## src/sv/met_pkg.sv

```systemverilog
// ============================================================================
// met_pkg
// Shared types and constants for the Mandelbrot escape-time core.
// ============================================================================
`default_nettype none

package met_pkg;

  // Default number format: Q4.60 in 64 bits
  localparam int FRAC_BITS_DEF   = 60;
  localparam int COORD_WIDTH_DEF = 64;

  // Datapath widths (coordinate fields are 64 bits on the bus)
  localparam int DATA_W  = 64;
  localparam int HALF_W  = DATA_W / 2;
  localparam int ACC_W   = 2 * DATA_W;
  localparam int CNT_W   = 8;

  // Stream widths
  localparam int IN_TDATA_W  = 2 * DATA_W;
  localparam int OUT_TDATA_W = 16;

  // Iteration limit after reset
  localparam logic [CNT_W-1:0] MAX_ITER_RESET = 8'd80;

  // Partial-product sequencing: three 64x64 products, four 32x32 pieces each
  localparam int MUL_STEPS = 12;
  localparam int STEP_W    = 4;

  // Product group codes (step[3:2])
  localparam logic [1:0] GRP_RR = 2'd0;
  localparam logic [1:0] GRP_II = 2'd1;
  localparam logic [1:0] GRP_RI = 2'd2;

  typedef enum logic [3:0] {
    ST_IDLE,
    ST_TEST,
    ST_CALC,
    ST_SAT,
    ST_ABS,
    ST_MUL,
    ST_DRAIN,
    ST_MAG,
    ST_DONE
  } met_state_t;

  // Controller to datapath
  typedef struct packed {
    logic              start;
    logic              calc;
    logic              sat;
    logic              abs_en;
    logic              mul_issue;
    logic [STEP_W-1:0] mul_step;
    logic              mag;
  } dp_cmd_t;

  // Datapath to controller
  typedef struct packed {
    logic escaped;
  } dp_status_t;

endpackage

`default_nettype wire

```

## src/sv/met_ctrl.sv

```systemverilog
// ============================================================================
// met_ctrl
// Sequencer for the escape-time loop, limit register and result register.
// ============================================================================
`default_nettype none

module met_ctrl (
  input  wire logic                           clk,
  input  wire logic                           rst_n,
  input  wire logic                           in_tvalid,
  output logic                                in_tready,
  input  wire logic                           cfg_valid,
  output logic                                cfg_ready,
  input  wire logic [met_pkg::CNT_W-1:0]      cfg_data,
  output logic                                out_tvalid,
  input  wire logic                           out_tready,
  output logic [met_pkg::OUT_TDATA_W-1:0]     out_tdata,
  output met_pkg::dp_cmd_t                    cmd,
  input  wire met_pkg::dp_status_t            status
);
  import met_pkg::*;

  met_state_t        state_r, state_nxt;
  logic [STEP_W-1:0] step_r, step_nxt;
  logic [CNT_W-1:0]  n_r, n_nxt;
  logic [CNT_W-1:0]  max_iter_r;
  logic              out_vld_r, out_vld_nxt;
  logic [CNT_W-1:0]  out_cnt_r;
  logic              out_esc_r;
  logic              loop_done;
  logic              out_load;
  logic              mul_last;

  assign loop_done = status.escaped || (n_r == max_iter_r);
  assign mul_last  = (step_r == STEP_W'(MUL_STEPS - 1));
  assign out_load  = (state_r == ST_DONE) && (!out_vld_r || out_tready);

  // Next state
  always_comb begin
    state_nxt = state_r;
    unique case (state_r)
      ST_IDLE:  if (in_tvalid) state_nxt = ST_TEST;
      ST_TEST:  state_nxt = loop_done ? ST_DONE : ST_CALC;
      ST_CALC:  state_nxt = ST_SAT;
      ST_SAT:   state_nxt = ST_ABS;
      ST_ABS:   state_nxt = ST_MUL;
      ST_MUL:   if (mul_last) state_nxt = ST_DRAIN;
      ST_DRAIN: state_nxt = ST_MAG;
      ST_MAG:   state_nxt = ST_TEST;
      ST_DONE:  if (out_load) state_nxt = ST_IDLE;
      default:  state_nxt = ST_IDLE;
    endcase
  end

  // Outputs and datapath commands
  always_comb begin
    in_tready     = (state_r == ST_IDLE);
    cmd.start     = (state_r == ST_IDLE) && in_tvalid;
    cmd.calc      = (state_r == ST_CALC);
    cmd.sat       = (state_r == ST_SAT);
    cmd.abs_en    = (state_r == ST_ABS);
    cmd.mul_issue = (state_r == ST_MUL);
    cmd.mul_step  = step_r;
    cmd.mag       = (state_r == ST_MAG);
  end

  // Counters and result valid
  always_comb begin
    step_nxt = (state_r == ST_MUL) ? step_r + STEP_W'(1) : '0;
    n_nxt    = n_r;
    if (cmd.start) begin
      n_nxt = '0;
    end else if (cmd.mag) begin
      n_nxt = n_r + CNT_W'(1);
    end
    out_vld_nxt = out_vld_r;
    if (out_load) begin
      out_vld_nxt = 1'b1;
    end else if (out_tready) begin
      out_vld_nxt = 1'b0;
    end
  end

  always_ff @(posedge clk) begin
    if (!rst_n) begin
      state_r    <= ST_IDLE;
      step_r     <= '0;
      n_r        <= '0;
      out_vld_r  <= 1'b0;
      max_iter_r <= MAX_ITER_RESET;
    end else begin
      state_r   <= state_nxt;
      step_r    <= step_nxt;
      n_r       <= n_nxt;
      out_vld_r <= out_vld_nxt;
      if (cfg_valid) begin
        max_iter_r <= cfg_data;
      end
    end
  end

  // Result payload
  always_ff @(posedge clk) begin
    if (out_load) begin
      out_cnt_r <= n_r;
      out_esc_r <= status.escaped;
    end
  end

  assign cfg_ready  = 1'b1;
  assign out_tvalid = out_vld_r;
  assign out_tdata  = OUT_TDATA_W'({out_esc_r, out_cnt_r});

  // An accepted point always starts with the limit test
  a_accept_test: assert property (@(posedge clk) disable iff (!rst_n)
    (in_tvalid && in_tready) |=> (state_r == ST_TEST))
    else $error("accepted beat did not start the loop");

  // Last partial product issue hands over to the drain cycle
  a_mul_drain: assert property (@(posedge clk) disable iff (!rst_n)
    (state_r == ST_MUL && mul_last) |=> (state_r == ST_DRAIN && !cmd.mul_issue))
    else $error("multiplier sequence overran");

  // A loaded result is presented on the next cycle with the loop count
  a_result_shown: assert property (@(posedge clk) disable iff (!rst_n)
    out_load |=> (out_tvalid && out_tdata[CNT_W-1:0] == $past(n_r)))
    else $error("result beat lost or wrong count");

endmodule

`default_nettype wire

```

## config.mk

```make
export PLATFORM = sky130hd
export DESIGN_NAME = met_ctrl
export DESIGN_NICKNAME = d
export VERILOG_FILES = /design/src/sv/met_pkg.sv /design/src/sv/met_ctrl.sv
export SDC_FILE = /design/constraint.sdc
export NUM_CORES = 1
export LEC_CHECK = 0
export BUFFER_PORTS_ARGS = -buffer_cell sky130_fd_sc_hd__buf_2
export CAP_MARGIN = 20
export CORE_ASPECT_RATIO = 1.5
export CORE_MARGIN = 2
export CORE_UTILIZATION = 43
export CTS_BUF_LIST = sky130_fd_sc_hd__clkbuf_8
export DETAILED_ROUTE_END_ITERATION = 8
export GPL_TIMING_DRIVEN = 0
export PLACE_DENSITY = 0.67
export SLEW_MARGIN = 20
export SYNTH_ARGS = -nofsm -noshare
export SYNTH_HDL_FRONTEND = slang
export SYNTH_SLANG_ARGS = --single-unit
```

## constraint.sdc

```tcl
create_clock -name clk -period 3.9 [get_ports clk]
set_clock_uncertainty 0.05 [all_clocks]
set_input_delay 0.78 -clock clk [delete_from_list [all_inputs] [get_ports clk]]
set_output_delay 0.78 -clock clk [all_outputs]
set_load 0.02 [all_outputs]
```

### Yosys cells after proc, flatten, opt, wreduce, memory -nomap -nowiden

Index checks and enable logic that the tools add are counted.
Widths: inputs -> output; s select.

* input port bits: 14
* word-level logic and storage cells: 40
* flip-flop bits (word level): 34

* bitwise logic cells: 1
* reduce and logical (&&, ||, !) cells: 10
* add/subtract/negate cells: 2
* eq/ne operators: 13
* muxes and demuxes: 7

Operator list (count)
* $pmux 4 s9: 1
* $eq 4x3->1 const B: 4
* $mux 4: 4
* $add 8x1->8 const B: 1
* $eq 4x2->1 const B: 2
* $eq 4x4->1 const B: 2
* $eq 8x8->1: 1
* $add 4x1->4 const B: 1
* $eq 4x1->1 const B: 1
* $logic_not 4->1: 1
* $ne 2x2->1 const B: 2
* $reduce_and 3->1: 1
* $logic_and 1x1->1: 2
* $logic_or 1x1->1: 2
* $mux 1: 2
* $ne 2x1->1 const B: 1
* $reduce_and 2->1: 1
* $reduce_bool 2->1: 1
* $reduce_or 2->1: 1
* $logic_not 1->1: 1
* $not 1->1: 1

### Depth between registers and ports, before layout

Gate-level depths: netlist (run 1).

* depth in word-level cells: 5
* gate-level depth with buffers: 6
* depth with buffers taken out: 5

### Worst setup path before layout (run 1)

Ideal clock, no wire load.

* kind: register -> output
* from: register state_r[0]
* to: output cmd[8] in the netlist's numbering
* stages on the path, launching flop included: 3
* path buffers: 1
* arrival time: 1.247 ns
* slack: 1.823 ns
* data required time: 3.070 ns
* cells stage by stage: dfxtp_1 > buf_4 > nor4b_1

RTL lines
* start, declared: line met_ctrl.sv:23 `met_state_t state_r, state_nxt;`
* start signal, assigned: line met_ctrl.sv:92 `state_r <= state_nxt;`
* end, declared: line met_ctrl.sv:18 `output met_pkg::dp_cmd_t cmd,`

==> flow_results.xml, run 1 <==
<?xml version="1.0" encoding="UTF-8"?>
<metrics>
  <group name="route">
    <metric name="antenna_left" unit="">0</metric>
    <metric name="totalWireLength" unit="mm">3.011</metric>
    <metric name="drc_errors" unit="">0</metric>
    <metric name="routed_via_density" unit="">4.858</metric>
    <metric name="route.detailed.wl_per_inst" unit="µm">12.55</metric>
    <metric name="drt_first_iter_violations" unit="">12</metric>
    <metric name="router_iterations_before_antenna_repair" unit="">4</metric>
    <metric name="via_count_of_the_routed_design" unit="">1166</metric>
  </group>
  <group name="synth">
    <metric name="ys_ff_latch" unit="">34</metric>
    <metric name="synth_xor_area_frac" unit="">0.09821</metric>
    <metric name="yosys-top-cells-area" unit="">sky130_fd_sc_hd__dfxtp_1 (31%), sky130_fd_sc_hd__edfxtp_1 (17%), sky130_fd_sc_hd__xor2_1 (7.1%)</metric>
    <metric name="async_reset_ff_frac" unit="">0</metric>
    <metric name="synthMuxAreaShare" unit="">0.04988</metric>
    <metric name="synth_seq_area_share" unit="">0.4801</metric>
    <metric name="synth_top_family_by_area" unit="">simple AND/OR/NAND/NOR gates</metric>
    <metric name="yosys.cell_types.count" unit="">41</metric>
    <metric name="synthesis.area" unit="mm²">0.001605</metric>
    <metric name="synthAdderAreaFrac" unit="">0.01559</metric>
    <metric name="synth_warnings" unit="">0</metric>
    <metric name="yosys_most_used_dff" unit="">sky130_fd_sc_hd__dfxtp_1</metric>
    <metric name="synth-edff-count" unit="">9</metric>
    <metric name="synthCells" unit="">150</metric>
    <metric name="complex_gate_fraction_of_the_synthesized_area" unit="">0.03897</metric>
    <metric name="synth_largest_area_cell" unit="">sky130_fd_sc_hd__dfxtp_1</metric>
    <metric name="synth_area_in_simple_gates" unit="">0.2338</metric>
    <metric name="synth.top_cell.area_share" unit="">0.3118</metric>
    <metric name="synth.avg_cell_area" unit="µm²">10.70</metric>
  </group>
  <group name="timing">
    <metric name="totalNegativeSetupSlack" unit="ns">0</metric>
    <metric name="maxSlewViolCount" unit="">0</metric>
    <metric name="worst_slew_pin_slew" unit="ns">0.7953</metric>
    <metric name="rsz0062_at_grt" unit="">false</metric>
    <metric name="post-route-min-period" unit="ns">2.180</metric>
    <metric name="maxSlewHeadroom" unit="">0.4687</metric>
    <metric name="finalSetupViolCount" unit="">0</metric>
    <metric name="postLayoutSetupSlackWorst" unit="ns">1.720</metric>
    <metric name="fin_crit_sh" unit="">0.5590</metric>
    <metric name="hold-worst-slack" unit="ns">0.4173</metric>
    <metric name="timing.fmax" unit="GHz">0.4587</metric>
    <metric name="final-hold-violation-count" unit="">0</metric>
  </group>
  <group name="power">
    <metric name="p_int" unit="µW">529.1</metric>
    <metric name="power.density" unit="mW/mm²">366.7</metric>
    <metric name="power.ir.vdd_worst" unit="mV">0.2530</metric>
    <metric name="clock_power_share" unit="">0.344</metric>
    <metric name="comb_power_share" unit="">0.123</metric>
    <metric name="pwr-share-seq" unit="">0.533</metric>
    <metric name="p_leak" unit="nW">0.8986</metric>
    <metric name="p_total" unit="µW">707.1</metric>
    <metric name="p_sw" unit="µW">178.0</metric>
    <metric name="sw_frac_of_total" unit="">0.2518</metric>
  </group>
  <group name="setup_path">
    <metric name="critPathMaxFanout" unit="">10</metric>
    <metric name="worstSetupStartpointType" unit="">register</metric>
    <metric name="worstPathArrival" unit="ns">1.35</metric>
    <metric name="setup.worst_path.end_class" unit="">output pin</metric>
    <metric name="critPathKind" unit="">reg -&gt; out</metric>
    <metric name="worst_ep_required_time" unit="ns">3.07</metric>
  </group>
  <group name="cts">
    <metric name="h-tree-depth" unit="">2</metric>
    <metric name="root_buffer" unit="">sky130_fd_sc_hd__clkbuf_8</metric>
    <metric name="cts_num_sinks" unit="">34</metric>
    <metric name="post_cts_hold_buffer_count" unit="">0</metric>
    <metric name="cts-resized-gates" unit="">0</metric>
    <metric name="cts_tree" unit="">yes</metric>
    <metric name="clkTransAtPathRegs" unit="ns">0.07</metric>
    <metric name="clk_path_buf_depth" unit="">2</metric>
    <metric name="cts-buffers-inserted" unit="">5</metric>
    <metric name="clk-insertion-delay-late" unit="ns">0.29</metric>
    <metric name="postCtsSetupBuffers" unit="">0</metric>
  </group>
  <group name="floorplanning">
    <metric name="initial_utilization" unit="">0.4441</metric>
    <metric name="die_y" unit="µm">78.83</metric>
    <metric name="die_width" unit="µm">53.89</metric>
    <metric name="std_cell_rows" unit="">27</metric>
    <metric name="design.die.area" unit="mm²">0.004248</metric>
    <metric name="design.core.area" unit="mm²">0.003615</metric>
    <metric name="pin_count" unit="">43</metric>
  </group>
  <group name="placed_design">
    <metric name="dp_hpwl" unit="mm">2.328</metric>
    <metric name="place.detailed.instances" unit="">232</metric>
    <metric name="dp_worst_setup_slack" unit="ns">1.895</metric>
    <metric name="rd_place_congestion" unit="">0.8214</metric>
    <metric name="placement.io_buffers" unit="">33</metric>
  </group>
  <group name="global_routing">
    <metric name="globalRouteOverflowTotal" unit="">0</metric>
    <metric name="grt_first_pass_wirelength" unit="mm">4.629</metric>
    <metric name="grt_pass1_vias" unit="">1087</metric>
    <metric name="antenna_found_initial" unit="">0</metric>
    <metric name="grt_use_total" unit="">0.1502</metric>
    <metric name="largest_net_degree_at_the_start_of_global_routing" unit="">11</metric>
  </group>
  <group name="status">
    <metric name="outcome" unit="">finished, final reports clean</metric>
  </group>
  <group name="cells_and_area">
    <metric name="fillerInstances" unit="">334</metric>
    <metric name="num_antenna_cells" unit="">0</metric>
    <metric name="layout.cells.most_common_list" unit="">sky130_fd_sc_hd__buf_2 (35), sky130_fd_sc_hd__dfxtp_1 (25), sky130_fd_sc_hd__nor2_1 (15)</metric>
    <metric name="layout-drive-gt1-share" unit="">0.3198</metric>
    <metric name="area.growth.synth_to_final" unit="%">20.11</metric>
    <metric name="most_common_cell_after_layout_fill_and_taps_aside" unit="">sky130_fd_sc_hd__buf_2</metric>
    <metric name="post_layout_nonfiller_instances" unit="">240</metric>
    <metric name="finalNetCount" unit="">212</metric>
  </group>
  <group name="worst_hold_path">
    <metric name="hold_path_class" unit="">reg -&gt; reg</metric>
  </group>
  <group name="run">
    <metric name="drv_cap" unit="">0</metric>
  </group>
</metrics>
[worst paths after layout]
path                                  from      endpoint  slack (ns)  cells past startpoint
worst min register to register   step_r[0]     step_r[0]        0.42                      1
worst max register to register  state_r[0]  out_cnt_r[6]        1.93                      3
worst min-delay path             step_r[0]     step_r[0]        0.42                      1
worst max-delay path            state_r[0]        cmd[0]        1.72                      4
[critical path: stages, from the launching register on]
cell and delay (ns):
sky130_fd_sc_hd__dfxtp_1 0.38, sky130_fd_sc_hd__buf_4 0.20, sky130_fd_sc_hd__nand4b_4 0.16, sky130_fd_sc_hd__inv_2 0.14
sky130_fd_sc_hd__buf_2 0.18
[final cells by class]
class / instances / area, µm² / area share
sequential: 34 / 770.7 / 0.3997
multi-input combinational: 105 / 730.7 / 0.3790
timing repair buffer: 33 / 165.2 / 0.08566
buffer: 16 / 122.6 / 0.06360
clock buffer: 5 / 68.82 / 0.03569
tap: 43 / 53.80 / 0.02790
clock inverter: 3 / 12.51 / 0.006489
inverter: 1 / 3.754 / 0.001947
[metrics by stage]
| stage | cell area, µm² | util |
|---|---|---|
| after global routing | 1928 | 0.5334 |
| after detailed placement | 1847 | 0.5109 |
| after floorplan | 1628 | - |
| after CTS | 1928 | 0.5334 |
| final | 1928 | 0.5334 |
| after global placement | 1847 | 0.5109 |
[cells in the mapped netlist (all sizes together) (2+ instances only)]
cell type	number
xnor2	5
nor2b	10
nand3	3
nand4	3
nor4	3
nand2b	2
nor4b	2
nor2	16
a21oi	3
nor3	2
dfxtp	25
nand4b	2
edfxtp	9
mux2i	8
buf	15
conb	2
xor2	13
and3	2
nand2	9
ha	2
[routing by layer]
metal	track usage	vias up	wire length, µm
met3	0.04887	7	151
met2	0.2695	28	1677
li1	-	580	-
met1	0.1473	551	1119
met4	0.06923	0	63
met5	0	-	0
[sequential cells by signal, indices dropped and copies added, names as in the netlist]
register / count
step_r: 4
n_r: 8
max_iter_r: 8
state_r: 4
out_tvalid: 1
out_esc_r: 1
out_cnt_r: 8
[cells by family (layout without fill, tap and decap cells)]
group / count (synthesis) / count (layout)
and+or+nand+nor: 60 / 60
DFF: 34 / 34
xor gates and xnor gates: 18 / 18
buffers and inverters: 17 / 58
AOI/OAI and AO/OA: 9 / 9
muxes: 8 / 8
adders and majority gates: 2 / 2
other: 2 / 8
[power by group through the flow]
stage,registers (mW),clock network (mW),logic (mW)
floorplan,0.386,0,0.0635
global placement,0.385,0,0.0847
detailed placement,0.385,0,0.0869
CTS,0.377,0.247,0.0874
global route,0.378,0.259,0.0952
finish,0.377,0.243,0.0870
No activity file was read; power rests on OpenSTA's default activity.
==> run 2: changes to the inputs <==
--- a/config.mk
+++ b/config.mk
@@ -5,6 +5,7 @@
 export SDC_FILE = /design/constraint.sdc
 export NUM_CORES = 1
 export LEC_CHECK = 0
+export ABC_AREA = 1
 export BUFFER_PORTS_ARGS = -buffer_cell sky130_fd_sc_hd__buf_2
 export CAP_MARGIN = 20
 export CORE_ASPECT_RATIO = 1.5
==> constraint.sdc (replaced) <==
create_clock -name clk -period 2.19 [get_ports clk]
set_clock_uncertainty 0.05 [all_clocks]
set_input_delay 0.438 -clock clk [delete_from_list [all_inputs] [get_ports clk]]
set_output_delay 0.438 -clock clk [all_outputs]
set_load 0.02 [all_outputs]
==> run 2 against run 1 <==
  * Synthesized cell count is 31% higher
  * Final cell count grew 20%
  * Total power is 96% higher
  * Area after synthesis grew 1.2%
  * Count of clock-buffer cells in the layout stayed put
  * Die area increased by 1.1%
  * Critical endpoint is now cmd[9]
  * Global-route usage increased by 0.99 points
  * Critical path depth rose by 2
==> flow_results.xml, run 2 <==
<?xml version="1.0" encoding="UTF-8"?>
<metrics>
  <group name="status">
    <metric name="outcome" unit="">finished, final reports clean</metric>
  </group>
  <group name="route">
    <metric name="via_count_of_the_routed_design" unit="">1312</metric>
    <metric name="totalWireLength" unit="mm">2.851</metric>
    <metric name="router_iterations_before_antenna_repair" unit="">4</metric>
    <metric name="route.detailed.wl_per_inst" unit="µm">9.899</metric>
    <metric name="antenna_left" unit="">0</metric>
    <metric name="drc_errors" unit="">0</metric>
    <metric name="drt_first_iter_violations" unit="">19</metric>
    <metric name="routed_via_density" unit="">4.556</metric>
  </group>
  <group name="global_routing">
    <metric name="grt_pass1_vias" unit="">1200</metric>
    <metric name="largest_net_degree_at_the_start_of_global_routing" unit="">12</metric>
    <metric name="globalRouteOverflowTotal" unit="">0</metric>
    <metric name="grt_first_pass_wirelength" unit="mm">5.016</metric>
    <metric name="grt_use_total" unit="">0.1601</metric>
    <metric name="antenna_found_initial" unit="">0</metric>
  </group>
  <group name="setup_path">
    <metric name="critPathMaxFanout" unit="">6</metric>
    <metric name="timing.critical_path.slowest_cell_delay" unit="ns">0.31</metric>
    <metric name="worstPathBufferInverterCount" unit="">3</metric>
    <metric name="worstSetupStartpointType" unit="">register</metric>
    <metric name="rr_worst_depth" unit="">4</metric>
    <metric name="critPathTopFamily" unit="">buffers and inverters</metric>
    <metric name="setup.worst_path.end_class" unit="">output pin</metric>
    <metric name="ff2ff_setup_slack" unit="ns">0.62</metric>
    <metric name="r2r_start" unit="">state_r[1]</metric>
    <metric name="dominant_cell_type_by_count_on_the_critical_path" unit="">sky130_fd_sc_hd__inv_1</metric>
    <metric name="slowest_cp_cell" unit="">sky130_fd_sc_hd__dfxtp_1</metric>
    <metric name="critical_path.startpoint" unit="">state_r[3]</metric>
    <metric name="reg2reg_to" unit="">out_cnt_r[1]</metric>
    <metric name="worstPathArrival" unit="ns">1.49</metric>
    <metric name="timing.critical_path.cells" unit="">inv_1, nand2_1, nor2_2, inv_1, nor2_1, buf_2</metric>
    <metric name="critPathKind" unit="">reg -&gt; out</metric>
    <metric name="worst_ep_required_time" unit="ns">1.70</metric>
  </group>
  <group name="power">
    <metric name="p_total" unit="mW">1.386</metric>
    <metric name="comb_power_share" unit="">0.111</metric>
    <metric name="clock_power_share" unit="">0.402</metric>
    <metric name="sw_frac_of_total" unit="">0.2395</metric>
    <metric name="power.density" unit="mW/mm²">696.4</metric>
    <metric name="p_int" unit="mW">1.054</metric>
    <metric name="p_leak" unit="nW">0.9271</metric>
    <metric name="p_sw" unit="µW">332.0</metric>
    <metric name="power.ir.vdd_worst" unit="mV">0.4246</metric>
    <metric name="pwr-share-seq" unit="">0.486</metric>
  </group>
  <group name="cells_and_area">
    <metric name="reg_top3" unit="">max_iter_r (8), n_r (8), out_cnt_r (8)</metric>
    <metric name="post-route-cell-area" unit="mm²">0.001991</metric>
    <metric name="post_layout_nonfiller_instances" unit="">288</metric>
    <metric name="seqCellArea" unit="µm²">770.7</metric>
    <metric name="most_common_cell_after_layout_fill_and_taps_aside" unit="">sky130_fd_sc_hd__nand2_1</metric>
    <metric name="layout.cells.most_common_list" unit="">sky130_fd_sc_hd__nand2_1 (41), sky130_fd_sc_hd__buf_2 (35), sky130_fd_sc_hd__inv_1 (25), sky130_fd_sc_hd__dfxtp_1 (25), sky130_fd_sc_hd__nor2_1 (24)</metric>
    <metric name="area.growth.synth_to_final" unit="%">22.57</metric>
    <metric name="num_antenna_cells" unit="">0</metric>
    <metric name="fillerInstances" unit="">361</metric>
    <metric name="finalNetCount" unit="">260</metric>
    <metric name="multi_input_comb_area" unit="µm²">704.4</metric>
    <metric name="layout-drive-gt1-share" unit="">0.2735</metric>
  </group>
  <group name="worst_hold_path">
    <metric name="launch_instance_of_the_worst_min_delay_path" unit="">cfg_data[6]</metric>
    <metric name="hold_path_class" unit="">in -&gt; reg</metric>
    <metric name="timing.hold.worst_path_depth" unit="">3</metric>
    <metric name="hold_end" unit="">max_iter_r[6]</metric>
  </group>
  <group name="timing">
    <metric name="fin_crit_sh" unit="">0.9020</metric>
    <metric name="rsz0062_at_grt" unit="">false</metric>
    <metric name="final-hold-violation-count" unit="">0</metric>
    <metric name="timing.fmax" unit="GHz">0.5062</metric>
    <metric name="totalNegativeSetupSlack" unit="ns">0</metric>
    <metric name="post-route-min-period" unit="ns">1.975</metric>
    <metric name="maxSlewViolCount" unit="">0</metric>
    <metric name="finalSetupViolCount" unit="">0</metric>
    <metric name="hold-worst-slack" unit="ns">0.3063</metric>
  </group>
  <group name="floorplanning">
    <metric name="die_y" unit="µm">79.27</metric>
    <metric name="std_cell_rows" unit="">27</metric>
    <metric name="pin_count" unit="">43</metric>
    <metric name="design.core.area" unit="mm²">0.003649</metric>
    <metric name="initial_utilization" unit="">0.4451</metric>
    <metric name="die_width" unit="µm">54.18</metric>
    <metric name="design.die.area" unit="mm²">0.004295</metric>
  </group>
  <group name="cts">
    <metric name="postCtsSetupBuffers" unit="">0</metric>
    <metric name="clk-insertion-delay-late" unit="ns">0.29</metric>
    <metric name="post_cts_hold_buffer_count" unit="">0</metric>
    <metric name="cts-resized-gates" unit="">0</metric>
    <metric name="cts_num_sinks" unit="">34</metric>
    <metric name="root_buffer" unit="">sky130_fd_sc_hd__clkbuf_8</metric>
    <metric name="clk_path_buf_depth" unit="">2</metric>
    <metric name="h-tree-depth" unit="">2</metric>
    <metric name="cts-buffers-inserted" unit="">5</metric>
    <metric name="clkTransAtPathRegs" unit="ns">0.07</metric>
    <metric name="cts_tree" unit="">yes</metric>
  </group>
  <group name="placed_design">
    <metric name="postPlaceCellArea" unit="mm²">0.001882</metric>
    <metric name="placement.io_buffers" unit="">34</metric>
    <metric name="rd_place_congestion" unit="">0.7829</metric>
    <metric name="place.detailed.instances" unit="">280</metric>
    <metric name="dp_hpwl" unit="mm">2.304</metric>
  </group>
  <group name="synth">
    <metric name="ys_ff_latch" unit="">34</metric>
    <metric name="yosys-top-cells-area" unit="">sky130_fd_sc_hd__dfxtp_1 (31%), sky130_fd_sc_hd__edfxtp_1 (17%), sky130_fd_sc_hd__nand2_1 (9.5%)</metric>
    <metric name="synth.avg_cell_area" unit="µm²">8.286</metric>
    <metric name="synth_warnings" unit="">0</metric>
    <metric name="synth_largest_area_cell" unit="">sky130_fd_sc_hd__dfxtp_1</metric>
    <metric name="synth.top_cell.area_share" unit="">0.3082</metric>
    <metric name="synthCells" unit="">196</metric>
    <metric name="synthesis.area" unit="mm²">0.001624</metric>
    <metric name="synth_common_cells" unit="">sky130_fd_sc_hd__nand2_1 (41), sky130_fd_sc_hd__dfxtp_1 (25), sky130_fd_sc_hd__inv_1 (24), sky130_fd_sc_hd__nor2_1 (24), sky130_fd_sc_hd__a21oi_1 (12)</metric>
    <metric name="synth-edff-count" unit="">9</metric>
    <metric name="yosys_most_used_dff" unit="">sky130_fd_sc_hd__dfxtp_1</metric>
    <metric name="yosys.cell_types.count" unit="">33</metric>
    <metric name="synthMostInstantiatedCell" unit="">sky130_fd_sc_hd__nand2_1</metric>
    <metric name="async_reset_ff_frac" unit="">0</metric>
    <metric name="synth_seq_area_share" unit="">0.4746</metric>
  </group>
  <group name="run">
    <metric name="drv_cap" unit="">0</metric>
  </group>
</metrics>
==> run 2: changes by cell type in the layout (fill, tap and decap cells not counted), sizes merged, moves of 4 or more <==
cell and change:
nand2 +35, inv +26, xor2 -13, nor2 +11, o21ai +11, nor2b -10, a21oi +9, mux2i -8
buf -4, nor3 +4
==> run 2: layout make-up <==
type / instances / share of cell area
plain buffers: 10 / 0.03583
well taps: 43 / 0.02703
inverters: 27 / 0.05343
clock buffers: 5 / 0.03457
multi-input cells: 131 / 0.3539
repair buffers: 35 / 0.08799
flip-flops and latches: 34 / 0.3872
clock inverters: 3 / 0.02011
==> run 2: logic make-up after synthesis <==
kind of cell,count (synthesis),synth area share
simple gates,88,0.2697
buf+inv,37,0.1094
flops,34,0.4746
compound gates,27,0.09400
xor+xnor,6,0.03236
fa+ha+maj,2,0.01541
other cells,2,0.004624
==> run 2: worst register-to-register path: cells and delay by family (launching register included) <==
family / cells / cell delay (ns)
flip-flops: 1 / 0.34
AND/OR/NAND/NOR: 2 / 0.50
buffers and inverters: 2 / 0.38
==> run 2: power by group through the flow <==
stage	logic [mW]	registers, mW	clock network (mW)
2_1_floorplan	0.108	0.692	0
3_3_place_gp	0.152	0.688	0
3_5_place_dp	0.156	0.688	0
4_1_cts	0.157	0.674	0.569
5_1_grt	0.176	0.676	0.600
6_report	0.155	0.674	0.558
==> run 2: layer usage <==
layer / part of all wire / wire, µm / GRT usage
met1: 0.40 / 1138 / 0.1717
met2: 0.52 / 1470 / 0.2759
met3: 0.064 / 182 / 0.04511
met4: 0.021 / 60 / 0.07500
met5: 0 / 0 / 0
==> run 2: through the flow <==
stage / util / setup WS (ns)
after floorplan: - / 0.2535
after global placement: 0.5127 / -0.1237
after detailed placement: 0.5158 / 0.5393
after CTS: 0.5456 / 0.2171
after global routing: 0.5456 / 0.1303
final: 0.5456 / 0.2145
==> run 2: worst max path at each step <==
stage | to | depth (start not counted) | slack [ns]
2_1_floorplan | out_cnt_r[0] | 3 | 0.25
3_3_place_gp | out_cnt_r[5] | 3 | -0.12
3_5_place_dp | cmd[9] | 6 | 0.54
4_1_cts | cmd[9] | 6 | 0.22
5_1_grt | cmd[9] | 6 | 0.13
6_report | cmd[9] | 6 | 0.21
